===== config.mk =====
export PLATFORM = sky130hd
export DESIGN_NAME = ape_stack
export DESIGN_NICKNAME = d
export VERILOG_FILES = /design/src/hdl/ape_pkg.sv /design/src/hdl/ape_stack.sv
export SDC_FILE = /design/constraint.sdc
export NUM_CORES = 2
export LEC_CHECK = 0
export ABC_AREA = 1
export BUFFER_PORTS_ARGS = -buffer_cell sky130_fd_sc_hd__buf_2
export CORE_MARGIN = 2
export CORE_UTILIZATION = 41
export DETAILED_ROUTE_END_ITERATION = 8
export SLEW_MARGIN = 20
export SYNTH_ARGS = -nofsm -noshare
export SYNTH_HDL_FRONTEND = slang
export SYNTH_SLANG_ARGS = --single-unit

===== constraint.sdc =====
create_clock -name clk -period 3.9 [get_ports clk]
set_input_delay 0.78 -clock clk [delete_from_list [all_inputs] [get_ports clk]]
set_output_delay 0.78 -clock clk [all_outputs]
set_load 0.02 [all_outputs]

===== src/hdl/ape_pkg.sv =====
// shared types and constants for the audio playback effects block
// no dependencies; imported by every module of the block
`default_nettype none

package ape_pkg;

	localparam int WORD_W = 16;
	localparam int ACT_W  = 2;
	localparam int MODE_W = 3;

	localparam int DELAY_LEN_DEF    = 1024;
	localparam int SECTOR_WORDS_DEF = 256;

	// action codes
	localparam logic [ACT_W-1:0] ACT_SAMPLE = 2'd0;
	localparam logic [ACT_W-1:0] ACT_DRAIN  = 2'd1;
	localparam logic [ACT_W-1:0] ACT_START  = 2'd2;

	// play modes, codes above MODE_DELAY play as normal
	localparam logic [MODE_W-1:0] MODE_NORMAL = 3'd0;
	localparam logic [MODE_W-1:0] MODE_DOUBLE = 3'd1;
	localparam logic [MODE_W-1:0] MODE_HALF   = 3'd2;
	localparam logic [MODE_W-1:0] MODE_REV    = 3'd3;
	localparam logic [MODE_W-1:0] MODE_DELAY  = 3'd4;

	// where a result word comes from
	typedef enum logic [1:0] {
		SRC_WORD,
		SRC_RING,
		SRC_STACK
	} src_t;

	typedef struct packed {
		src_t              src;
		logic [WORD_W-1:0] word;
		logic              has;
		logic              twice;
	} res_t;

	typedef struct packed {
		logic rd;
		logic wr;
	} mem_ctl_t;

endpackage

`default_nettype wire


===== src/hdl/ape_stack.sv =====
// reverse-mode stack memory, one write and one registered read port
// depends on ape_pkg
`default_nettype none

module ape_stack #(
	parameter int SECTOR_WORDS = ape_pkg::SECTOR_WORDS_DEF,
	localparam int IW = (SECTOR_WORDS > 1) ? $clog2(SECTOR_WORDS) : 1
) (
	input  wire                             clk,
	input  ape_pkg::mem_ctl_t               ctl,
	input  wire  [IW-1:0]                   waddr,
	input  wire  [ape_pkg::WORD_W-1:0]      wdata,
	input  wire  [IW-1:0]                   raddr,
	output logic [ape_pkg::WORD_W-1:0]      rdata
);
	import ape_pkg::*;

	logic [WORD_W-1:0] stack_q [SECTOR_WORDS];
	logic [WORD_W-1:0] rdata_q;

	always_ff @(posedge clk) begin
		if (ctl.rd) begin
			rdata_q <= stack_q[raddr];
		end
		if (ctl.wr) begin
			stack_q[waddr] <= wdata;
		end
	end

	assign rdata = rdata_q;

endmodule

`default_nettype wire


==> impl_metrics.env <==
export IMPL_crit_buf_inv=5
export IMPL_syn_to_final_growth_pct=14.1
export IMPL_clock_sinks=4112
export IMPL_setup_viol=0
export IMPL_cts_htree_levels=5
export IMPL_finalInstanceArea_um2=189000
export IMPL_intPower_mw=71.6
export IMPL_clk_pin_slew_ns=0.06
export IMPL_path_depth=14
export IMPL_hpwlAfterDp_um=301000
export IMPL_slowest_delay_ns=0.31
export IMPL_ir_worst_vdd_v=0.000387
export IMPL_rows=233
export IMPL_grt_overflow=0
export IMPL_setup_ws_ns=0.943
export IMPL_cts_buffers=421
export IMPL_r2r_slack_ns=1.47
export IMPL_crit_slowest_cell="nand3_1"
export IMPL_cp_start_kind="primary input"
export IMPL_drive_gt1_share_pct=10.3
export IMPL_total_power_mw=93.2
export IMPL_fin_setup_tns_ns=0
export IMPL_fin_crit_ns=2.96
export IMPL_antenna_found_initial=32
export IMPL_final_cell_mix="4195 x nand2_1, 4112 x edfxtp_1, 4035 x nand3_1"
export IMPL_timing_final_crit_share_pct=75.8
export IMPL_port_buffers=50
export IMPL_synth_seq_cells=4112
export IMPL_vias_per_cell=5.60
export IMPL_die_area_um2=410000
export IMPL_layout_commonest_cell="nand2_1"
export IMPL_p_switching_mw=21.7
export IMPL_grt_pass1_vias=103000
export IMPL_maxSlewViolCount=0
export IMPL_drt_iter0_drc=15200
export IMPL_dr_total_vias=110000
export IMPL_die_w_um=640
export IMPL_power_frac_comb_pct=6.6
export IMPL_dp_cells=19000
export IMPL_cp_arrival_ns=3.64
export IMPL_synthCells=13600
export IMPL_drc=0
export IMPL_worstMarginPinSlew_ns=1.22
export IMPL_place_area_um2=176000
export IMPL_syn_area_per_cell_um2=12.2
export IMPL_outcome="finished, final reports clean"
export IMPL_dp_slack_ns=0.156
export IMPL_topRoutingLayerUsed="met5"
export IMPL_cts_tree="yes"
export IMPL_clockBufferDepth=4
export IMPL_cts_root_buf="clkbuf_16"
export IMPL_grt_max_degree=100
export IMPL_synth_fp_nets=13700
export IMPL_hp_class="in -> reg"
export IMPL_initial_core_util_pct=41.2
export IMPL_clkPwrFrac_pct=41.1
export IMPL_m1WireLength_um=205000
export IMPL_holdPathEnd="stack_q[152][1]$_DFFE_PP_"
export IMPL_hold_buffers=0
export IMPL_wl_per_cell_um=25.5
export IMPL_stdcell_count=19700
export IMPL_crit_top_cell="nand3_1"
export IMPL_p_leak_nw=66.3
export IMPL_setup_worst_path_end_class="register"
export IMPL_postRouteAntennaNets=0
export IMPL_timing_rr_start="stack_q[104][15]$_DFFE_PP_"
export IMPL_die_h_um=640
export IMPL_yosysWarnings=0
export IMPL_core_area_um2=403000
export IMPL_seq_area_frac_synth_pct=74.4
export IMPL_min_from="wdata[1]"
export IMPL_hold_depth=1
export IMPL_worstPathRequired_ns=4.59
export IMPL_slew_limit_headroom_pct=18.3
export IMPL_r2r_end="rdata[15]$_DFFE_PP_"
export IMPL_synthDistinctLibCells=14
export IMPL_skew_ns=0.0720
export IMPL_hold_viol=0
export IMPL_critPathMaxFanout=29
export IMPL_dr_wl_met2_um=230000
export IMPL_path_class="in -> reg"
export IMPL_p_sw_share_pct=23.2
export IMPL_wl_um=503000
export IMPL_p_seq_share_pct=52.3
export IMPL_crit_chain="buf_8 -> inv_16 -> buf_12 -> buf_12 -> buf_4 -> nand3_1 -> nand3_1 -> nand3_1 -> nand3_1 -> nand3_1 -> nand3_1 -> nand2_1 -> nand2_1 -> nand2_1"
export IMPL_routabilityCongestion=0.885
export IMPL_first_pass_iters=6
export IMPL_clk_latency_ns=0.99
export IMPL_cpLargestDelayFamily="simple AND/OR/NAND/NOR gates"
export IMPL_reg2reg_depth=10
export IMPL_track_usage_pct=23.9
export IMPL_power_density_nw_per_um2=493
export IMPL_fmax_ghz=0.338
export IMPL_route_met3_wl_um=48400
export IMPL_post_cts_buffers=0
export IMPL_grt_pass1_wl_um=724000
export IMPL_synth_area_um2=166000
export IMPL_max_cap_violations=0
export IMPL_ios=51
export IMPL_cts_resized=0
export IMPL_nets=14000
export IMPL_rsz0062_at_grt="no"
==> metal layers <==
| layer | vias up | track usage [%] |
|---|---|---|
| li1 | 49400 | - |
| met1 | 54600 | 34.0 |
| met2 | 5615 | 37.0 |
| met3 | 825 | 4.09 |
| met4 | 12 | 8.84 |
| met5 | - | 0 |
==> power groups by stage <==
stage | sequential [mW] | clock [mW] | combinational [mW]
global route | 48.8 | 40.3 | 6.57
detailed placement | 49.7 | 0 | 6.09
CTS | 48.8 | 38.7 | 6.10
finish | 48.8 | 38.3 | 6.15
floorplan | 49.7 | 0 | 3.01
global placement | 49.7 | 0 | 6.04
==> cells in the mapped netlist <==
cell | number | area, um2
nor2_1 | 283 | 1060
buf_2 | 495 | 2480
buf_8 | 1 | 15.0
inv_2 | 2 | 7.51
nand2_1 | 4211 | 15800
clkbuf_1 | 154 | 578
inv_1 | 35 | 131
buf_1 | 70 | 263
buf_6 | 53 | 597
buf_12 | 1 | 20.0
buf_4 | 163 | 1220
edfxtp_1 | 4112 | 123000
nand3_1 | 4035 | 20200
inv_4 | 2 | 12.5
==> layout make-up <==
class | instances | area, um2
antenna | 17 | 42.5
clock buffer | 514 | 11000
clock inverter | 247 | 1880
fill | 35700 | 214000
inverter | 39 | 199
multi-input combinational | 8529 | 37200
sequential | 4112 | 123000
tap | 5405 | 6760
timing repair buffer | 868 | 8660
==> sequential cells by signal, summed over array words and instances, names as in the netlist <==
register  count
rdata        16
stack_q    4096
==> how the worst max path moves through the flow <==
stage	from	end	slack (ns)
floorplan	ctl[0]	stack_q[162][0]$_DFFE_PP_	1.28
global placement	raddr[0]	rdata[6]$_DFFE_PP_	0.16
detailed placement	raddr[1]	rdata[6]$_DFFE_PP_	0.16
CTS	rdata[3]$_DFFE_PP_	rdata[3]	1.08
global route	raddr[1]	rdata[6]$_DFFE_PP_	0.94
finish	raddr[1]	rdata[6]$_DFFE_PP_	0.94
==> metrics by stage <==
step / utilization, % / hold slack (ns)
2_1_floorplan: - / 0.879
3_3_place_gp: 43.7 / 1.12
3_5_place_dp: 43.7 / 1.09
4_1_cts: 46.9 / 0.235
5_1_grt: 47.0 / 0.265
6_report: 47.0 / 0.247
==> cell families after synthesis <==
family                 share of synthesized area [%]
buffers and inverters                           3.21
flip-flops                                      74.4
AND/OR/NAND/NOR                                 22.3
(Power assumes the default switching activity.)
