**src/hdl/ape_pkg.sv**
```systemverilog
// shared types and constants for the audio playback effects block
// no dependencies; imported by every module of the block
`default_nettype none

package ape_pkg;

	localparam int WORD_W = 16;
	localparam int ACT_W  = 2;
	localparam int MODE_W = 3;

	localparam int DELAY_LEN_DEF    = 1024;
	localparam int SECTOR_WORDS_DEF = 256;

	// action codes
	localparam logic [ACT_W-1:0] ACT_SAMPLE = 2'd0;
	localparam logic [ACT_W-1:0] ACT_DRAIN  = 2'd1;
	localparam logic [ACT_W-1:0] ACT_START  = 2'd2;

	// play modes, codes above MODE_DELAY play as normal
	localparam logic [MODE_W-1:0] MODE_NORMAL = 3'd0;
	localparam logic [MODE_W-1:0] MODE_DOUBLE = 3'd1;
	localparam logic [MODE_W-1:0] MODE_HALF   = 3'd2;
	localparam logic [MODE_W-1:0] MODE_REV    = 3'd3;
	localparam logic [MODE_W-1:0] MODE_DELAY  = 3'd4;

	// where a result word comes from
	typedef enum logic [1:0] {
		SRC_WORD,
		SRC_RING,
		SRC_STACK
	} src_t;

	typedef struct packed {
		src_t              src;
		logic [WORD_W-1:0] word;
		logic              has;
		logic              twice;
	} res_t;

	typedef struct packed {
		logic rd;
		logic wr;
	} mem_ctl_t;

endpackage

`default_nettype wire

```
**src/hdl/ape_out.sv**
```systemverilog
// result stage: picks the memory data and repeats half-speed words
// into the output register; depends on ape_pkg
`default_nettype none

module ape_out (
	input  wire                             clk,
	input  wire                             arst_n,
	input  wire                             load,
	input  ape_pkg::res_t                   res,
	input  wire  [ape_pkg::WORD_W-1:0]      ring_rdata,
	input  wire  [ape_pkg::WORD_W-1:0]      stack_rdata,
	output logic                            free,
	output logic                            out_valid,
	input  wire                             out_ready,
	output logic [ape_pkg::WORD_W-1:0]      out_sample,
	output logic                            has_sample,
	output logic                            last
);
	import ape_pkg::*;

	res_t              res_s1;
	logic              valid_s1;
	logic              second_s1;
	logic              out_valid_q;
	logic [WORD_W-1:0] out_sample_q;
	logic              has_q;
	logic              last_q;

	logic              take;
	logic              fire;
	logic              fin;
	logic [WORD_W-1:0] value;

	always_comb begin
		case (res_s1.src)
			SRC_RING:  value = ring_rdata;
			SRC_STACK: value = stack_rdata;
			default:   value = res_s1.word;
		endcase
	end

	assign take = !out_valid_q || out_ready;
	assign fire = valid_s1 && take;
	assign fin  = !res_s1.twice || second_s1;
	assign free = !valid_s1 || (take && fin);

	always_ff @(posedge clk or negedge arst_n) begin
		if (!arst_n) begin
			valid_s1    <= 1'b0;
			second_s1   <= 1'b0;
			out_valid_q <= 1'b0;
		end else begin
			if (load) begin
				valid_s1  <= 1'b1;
				second_s1 <= 1'b0;
			end else if (fire && fin) begin
				valid_s1 <= 1'b0;
			end else if (fire) begin
				second_s1 <= 1'b1;
			end
			if (fire) begin
				out_valid_q <= 1'b1;
			end else if (out_ready) begin
				out_valid_q <= 1'b0;
			end
		end
	end

	always_ff @(posedge clk) begin
		if (load) begin
			res_s1 <= res;
		end
		if (fire) begin
			out_sample_q <= value;
			has_q        <= res_s1.has;
			last_q       <= fin;
		end
	end

	assign out_valid  = out_valid_q;
	assign out_sample = out_sample_q;
	assign has_sample = has_q;
	assign last       = last_q;

endmodule

`default_nettype wire

```
**config.mk**
```make
export PLATFORM = sky130hd
export DESIGN_NAME = ape_out
export DESIGN_NICKNAME = d
export VERILOG_FILES = /design/src/hdl/ape_pkg.sv /design/src/hdl/ape_out.sv
export SDC_FILE = /design/constraint.sdc
export NUM_CORES = 1
export LEC_CHECK = 0
export ABC_AREA = 1
export BUFFER_PORTS_ARGS = -buffer_cell sky130_fd_sc_hd__buf_4
export CORE_ASPECT_RATIO = 1.5
export CORE_MARGIN = 2
export CORE_UTILIZATION = 46
export DETAILED_ROUTE_END_ITERATION = 8
export GPL_TIMING_DRIVEN = 0
export PLACE_DENSITY_LB_ADDON = 0.08
export SYNTH_ARGS = -nofsm -noshare
export SYNTH_HDL_FRONTEND = slang
export SYNTH_SLANG_ARGS = --single-unit
```
**constraint.sdc**
```tcl
create_clock -name clk -period 2.09 [get_ports clk]
set_clock_uncertainty 0.2 [all_clocks]
set_input_delay 0.418 -clock clk [delete_from_list [all_inputs] [get_ports clk]]
set_output_delay 0.418 -clock clk [all_outputs]
set_load 0.01 [all_outputs]
```
==> flow_summary.html <==
<table>
<tr><th>Metric</th><th>Value</th></tr>
<tr><th colspan="2">Place</th></tr>
<tr><td>IO buf count</td><td>75</td></tr>
<tr><td>Number of placed instances with taps included</td><td>251</td></tr>
<tr><td>Dpl ws</td><td>306 ps</td></tr>
<tr><td>HPWL after detailed placement</td><td>2690 um</td></tr>
<tr><td>Global placer's final weighted congestion</td><td>0.769</td></tr>
<tr><th colspan="2">Finish</th></tr>
<tr><td>Post-layout util</td><td>68.4%</td></tr>
<tr><td>Commonest non-fill, non-tap cell in the layout</td><td>buf_4</td></tr>
<tr><td>Area taken by flip-flops and latches</td><td>1220 um^2</td></tr>
<tr><td>Fraction of final layout cells with drive strength greater than 1</td><td>44.2%</td></tr>
<tr><td>Number of inserted filler cells in the final layout</td><td>279</td></tr>
<tr><td>Area growth from synthesis to layout</td><td>44.9%</td></tr>
<tr><td>Final-stage net count</td><td>274</td></tr>
<tr><td>Diodes inserted</td><td>0</td></tr>
<tr><td>Post-Layout Cell Count</td><td>260</td></tr>
<tr><td>Footprint of the multi-input gates</td><td>362 um^2</td></tr>
<tr><td>Leading cell types in the layout, fill and taps excluded</td><td>buf_4 (76), edfxtp_1 (38), a21oi_1 (29), nand2_1 (21), nor2_1 (17)</td></tr>
<tr><th colspan="2">Synthesis</th></tr>
<tr><td>Cell taking the most area after synthesis</td><td>edfxtp_1</td></tr>
<tr><td>Post-synthesis sequential element count</td><td>41</td></tr>
<tr><td>Net Count, Synth</td><td>190</td></tr>
<tr><td>Area share of the largest cell type after synthesis</td><td>67.5%</td></tr>
<tr><td>Sequential share of the synthesized area</td><td>71.9%</td></tr>
<tr><td>Gate count of the mapped netlist</td><td>132</td></tr>
<tr><td>Warning count from the yosys run</td><td>0</td></tr>
<tr><td>Cell Area, Synth</td><td>1690 um^2</td></tr>
<tr><td>Number of distinct library cells after synthesis</td><td>12</td></tr>
<tr><td>Top cells by area, synth</td><td>edfxtp_1 (68%), a21oi_1 (8.9%), nand2_1 (4.7%), dfrtp_1 (4.4%), buf_6 (4.0%)</td></tr>
<tr><td>Average size of a mapped cell</td><td>12.8 um^2</td></tr>
<tr><th colspan="2">GRT</th></tr>
<tr><td>Via count of the first global-routing pass</td><td>1,204</td></tr>
<tr><td>GR Util All Layers</td><td>17.7%</td></tr>
<tr><td>Wire length of the first global-routing pass</td><td>5140 um</td></tr>
<tr><td>Global route overflow</td><td>0</td></tr>
<tr><td>Number of antenna violations at the first check in global routing</td><td>0</td></tr>
<tr><td>Maximum number of pins on one net before global-route repair</td><td>23</td></tr>
<tr><th colspan="2">Die</th></tr>
<tr><td>Die X-Extent</td><td>53.5 um</td></tr>
<tr><td>Core footprint</td><td>3580 um^2</td></tr>
<tr><td>Starting utilization of the core area</td><td>47.2%</td></tr>
<tr><td>Count of pins on the block boundary</td><td>76</td></tr>
<tr><td>Area of the die</td><td>4190 um^2</td></tr>
<tr><td>Die boundary height</td><td>78.2 um</td></tr>
<tr><td>Row count</td><td>27</td></tr>
<tr><th colspan="2">Timing</th></tr>
<tr><td>Final period demand of the worst path</td><td>1720 ps</td></tr>
<tr><td>Number of failing hold endpoints at the final stage</td><td>0</td></tr>
<tr><td>Hold Slack</td><td>93.0 ps</td></tr>
<tr><td>Share of the cycle needed by the critical path after routing</td><td>82.3%</td></tr>
<tr><td>Transition time of the tightest slew-check pin</td><td>610 ps</td></tr>
<tr><td>Total setup violations reported at the end of the flow</td><td>0</td></tr>
<tr><td>Post-Route Setup TNS</td><td>0 ps</td></tr>
<tr><td>Final setup margin</td><td>370 ps</td></tr>
<tr><td>Max-slew violation count</td><td>0</td></tr>
<tr><td>Unrepaired setup endpoints after global routing</td><td>no</td></tr>
<tr><td>Maximum achievable frequency</td><td>0.581 GHz</td></tr>
<tr><td>Relative slew slack</td><td>59.3%</td></tr>
<tr><th colspan="2">Worst setup path</th></tr>
<tr><td>Path depth of the worst reg2reg path</td><td>6</td></tr>
<tr><td>Setup slack of the worst register-to-register path</td><td>420 ps</td></tr>
<tr><td>Critical path, cell by cell</td><td>nor2_1, inv_1, nand2_1, nand2_1, buf_4</td></tr>
<tr><td>Crit path DAT</td><td>1100 ps</td></tr>
<tr><td>Type of element capturing the critical path</td><td>primary output</td></tr>
<tr><td>Standard cell with the maximum stage delay on the critical path</td><td>dfrtp_1</td></tr>
<tr><td>Top Family by Delay on Critical Path</td><td>flip-flops</td></tr>
<tr><td>Maximum fanout encountered on the critical timing path</td><td>2</td></tr>
<tr><td>Endpoint of the worst register-to-register path</td><td>out_sample[5]</td></tr>
<tr><td>Worst setup SP type</td><td>flop</td></tr>
<tr><td>Critical R2R Launch</td><td>res_s1[18]</td></tr>
<tr><td>Required time of the worst setup path</td><td>1470 ps</td></tr>
<tr><td>Crit Path Class</td><td>flop to primary output</td></tr>
<tr><td>Combined buffer and inverter count along the critical path</td><td>2</td></tr>
<tr><td>Cell repeated most along the worst path</td><td>nand2_1</td></tr>
<tr><td>Worst path max stage delay</td><td>380 ps</td></tr>
<tr><th colspan="2">Clocking</th></tr>
<tr><td>Gates resized, CTS repair</td><td>0</td></tr>
<tr><td>Clock transition time at the flip-flop clock pins of the worst setup and hold paths</td><td>80 ps</td></tr>
<tr><td>Clk Latency, worst-skew pair</td><td>290 ps</td></tr>
<tr><td>Clock Path Buffers</td><td>2</td></tr>
<tr><td>Clock tree root buffer cell</td><td>clkbuf_8</td></tr>
<tr><td>CTS Sinks</td><td>41</td></tr>
<tr><td>Number of buffers inserted during clock tree synthesis</td><td>5</td></tr>
<tr><td>Depth of the CTS H-tree</td><td>2</td></tr>
<tr><td>Clock tree from TritonCTS</td><td>done</td></tr>
<tr><th colspan="2">Routing</th></tr>
<tr><td>Per-cell routed wire length</td><td>13.5 um</td></tr>
<tr><td>Detailed route wirelength on metal2</td><td>1910 um</td></tr>
<tr><td>First-pass iteration count of the detailed router</td><td>4</td></tr>
<tr><td>Met1 Wirelength</td><td>1250 um</td></tr>
<tr><td>Total Wirelength</td><td>3520 um</td></tr>
<tr><td>Detailed-route via count</td><td>1,261</td></tr>
<tr><td>Number of DRC markers in iteration 0</td><td>28</td></tr>
<tr><td>Routed Antenna Nets</td><td>0</td></tr>
<tr><td>Number of remaining DRC errors</td><td>0</td></tr>
<tr><td>Sum of met3 wire segment lengths after detailed routing</td><td>267 um</td></tr>
<tr><td>Vias per cell</td><td>4.85</td></tr>
<tr><td>Top Layer Used</td><td>met4</td></tr>
<tr><th colspan="2">Min path</th></tr>
<tr><td>Min-delay worst type</td><td>primary input to flop</td></tr>
<tr><td>Capture endpoint of the worst hold path</td><td>res_s1[16]</td></tr>
<tr><td>Number of cells on the worst hold path</td><td>1</td></tr>
<tr><td>Min-delay src</td><td>res[16]</td></tr>
<tr><th colspan="2">Power and ir drop</th></tr>
<tr><td>Leakage component of the power</td><td>0.00106 uW</td></tr>
<tr><td>Maximum VDD drop</td><td>0.653 mV</td></tr>
<tr><td>Power density normalized to cell area</td><td>856 nW/um^2</td></tr>
<tr><th colspan="2">Flow run</th></tr>
<tr><td>Max_cap viols</td><td>0</td></tr>
<tr><th colspan="2">Run status</th></tr>
<tr><td>Outcome</td><td>completed</td></tr>
</table>
==> cell type report <==
type | instances | share of cell area (%)
flip-flops and latches | 41 | 49.7
well taps | 43 | 2.20
multi-input cells | 75 | 14.8
repair buffers | 77 | 23.9
plain buffers | 7 | 3.07
clock buffers | 7 | 3.53
clock inverters | 1 | 1.23
inverters | 9 | 1.69
==> report_power, final <==
part           switching [uW]  total (uW)  leakage [uW]  internal, uW
logic                     195         407      0.000598           212
registers                26.3        1040      0.000404          1010
clock network             262         651     0.0000585           389
total                     484        2100       0.00106          1610
==> kinds of logic after synthesis <==
logic type	count (synthesis)	synth area share [%]
DFF	41	71.9
and+or+nand+nor	39	8.73
AOI/OAI and AO/OA	34	11.0
buffers and inverters	16	6.88
adders and majority gates	2	1.48
==> worst max path at each step <==
stage,endpoint,startpoint,cells after the start
floorplan,has_sample,out_valid,1
global placement,out_sample[10],out_ready,3
finish,free,second_s1,5
global route,free,res_s1[0],6
CTS,free,second_s1,5
detailed placement,out_sample[4],out_ready,4
==> synthesized netlist by cell type <==
master    count
edfxtp_1     38
a21oi_1      30
nand2_1      21
nor2_1       17
inv_1         8
buf_6         6
a21oi_2       4
dfrtp_1       3
ha_1          2
buf_4         1
inv_8         1
nand3_1       1
==> what timing repair did <==
item | in CTS | in global routing
setup buffers | 0 | 0
hold endpoints to repair | 3 | 0
hold buffers | 1 | 0
setup endpoints to repair | 0 | 0
==> worst reg2reg max path, delay by kind of cell (launching register included) <==
family | cells | cell delay (ps)
fa+ha+maj | 1 | 230
flops | 1 | 400
buf+inv | 3 | 380
compound gates | 2 | 220
==> metrics by stage <==
stage	area [um^2]	power (uW)
CTS	2450	2120
global placement	2310	1440
global route	2450	2180
floorplan	1690	1250
finish	2450	2100
detailed placement	2320	1460
==> state kept, by name (all words and copies together), names as in the netlist <==
name,count
has_sample,1
last,1
out_sample,16
out_valid,1
res_s1,20
second_s1,1
valid_s1,1
==> per-layer routing <==
metal	up-vias	GRT usage [%]
li1	624	-
met1	567	18.3
met2	61	30.2
met3	9	6.27
met4	0	8.72
met5	-	0
(Power assumes the default switching activity.)
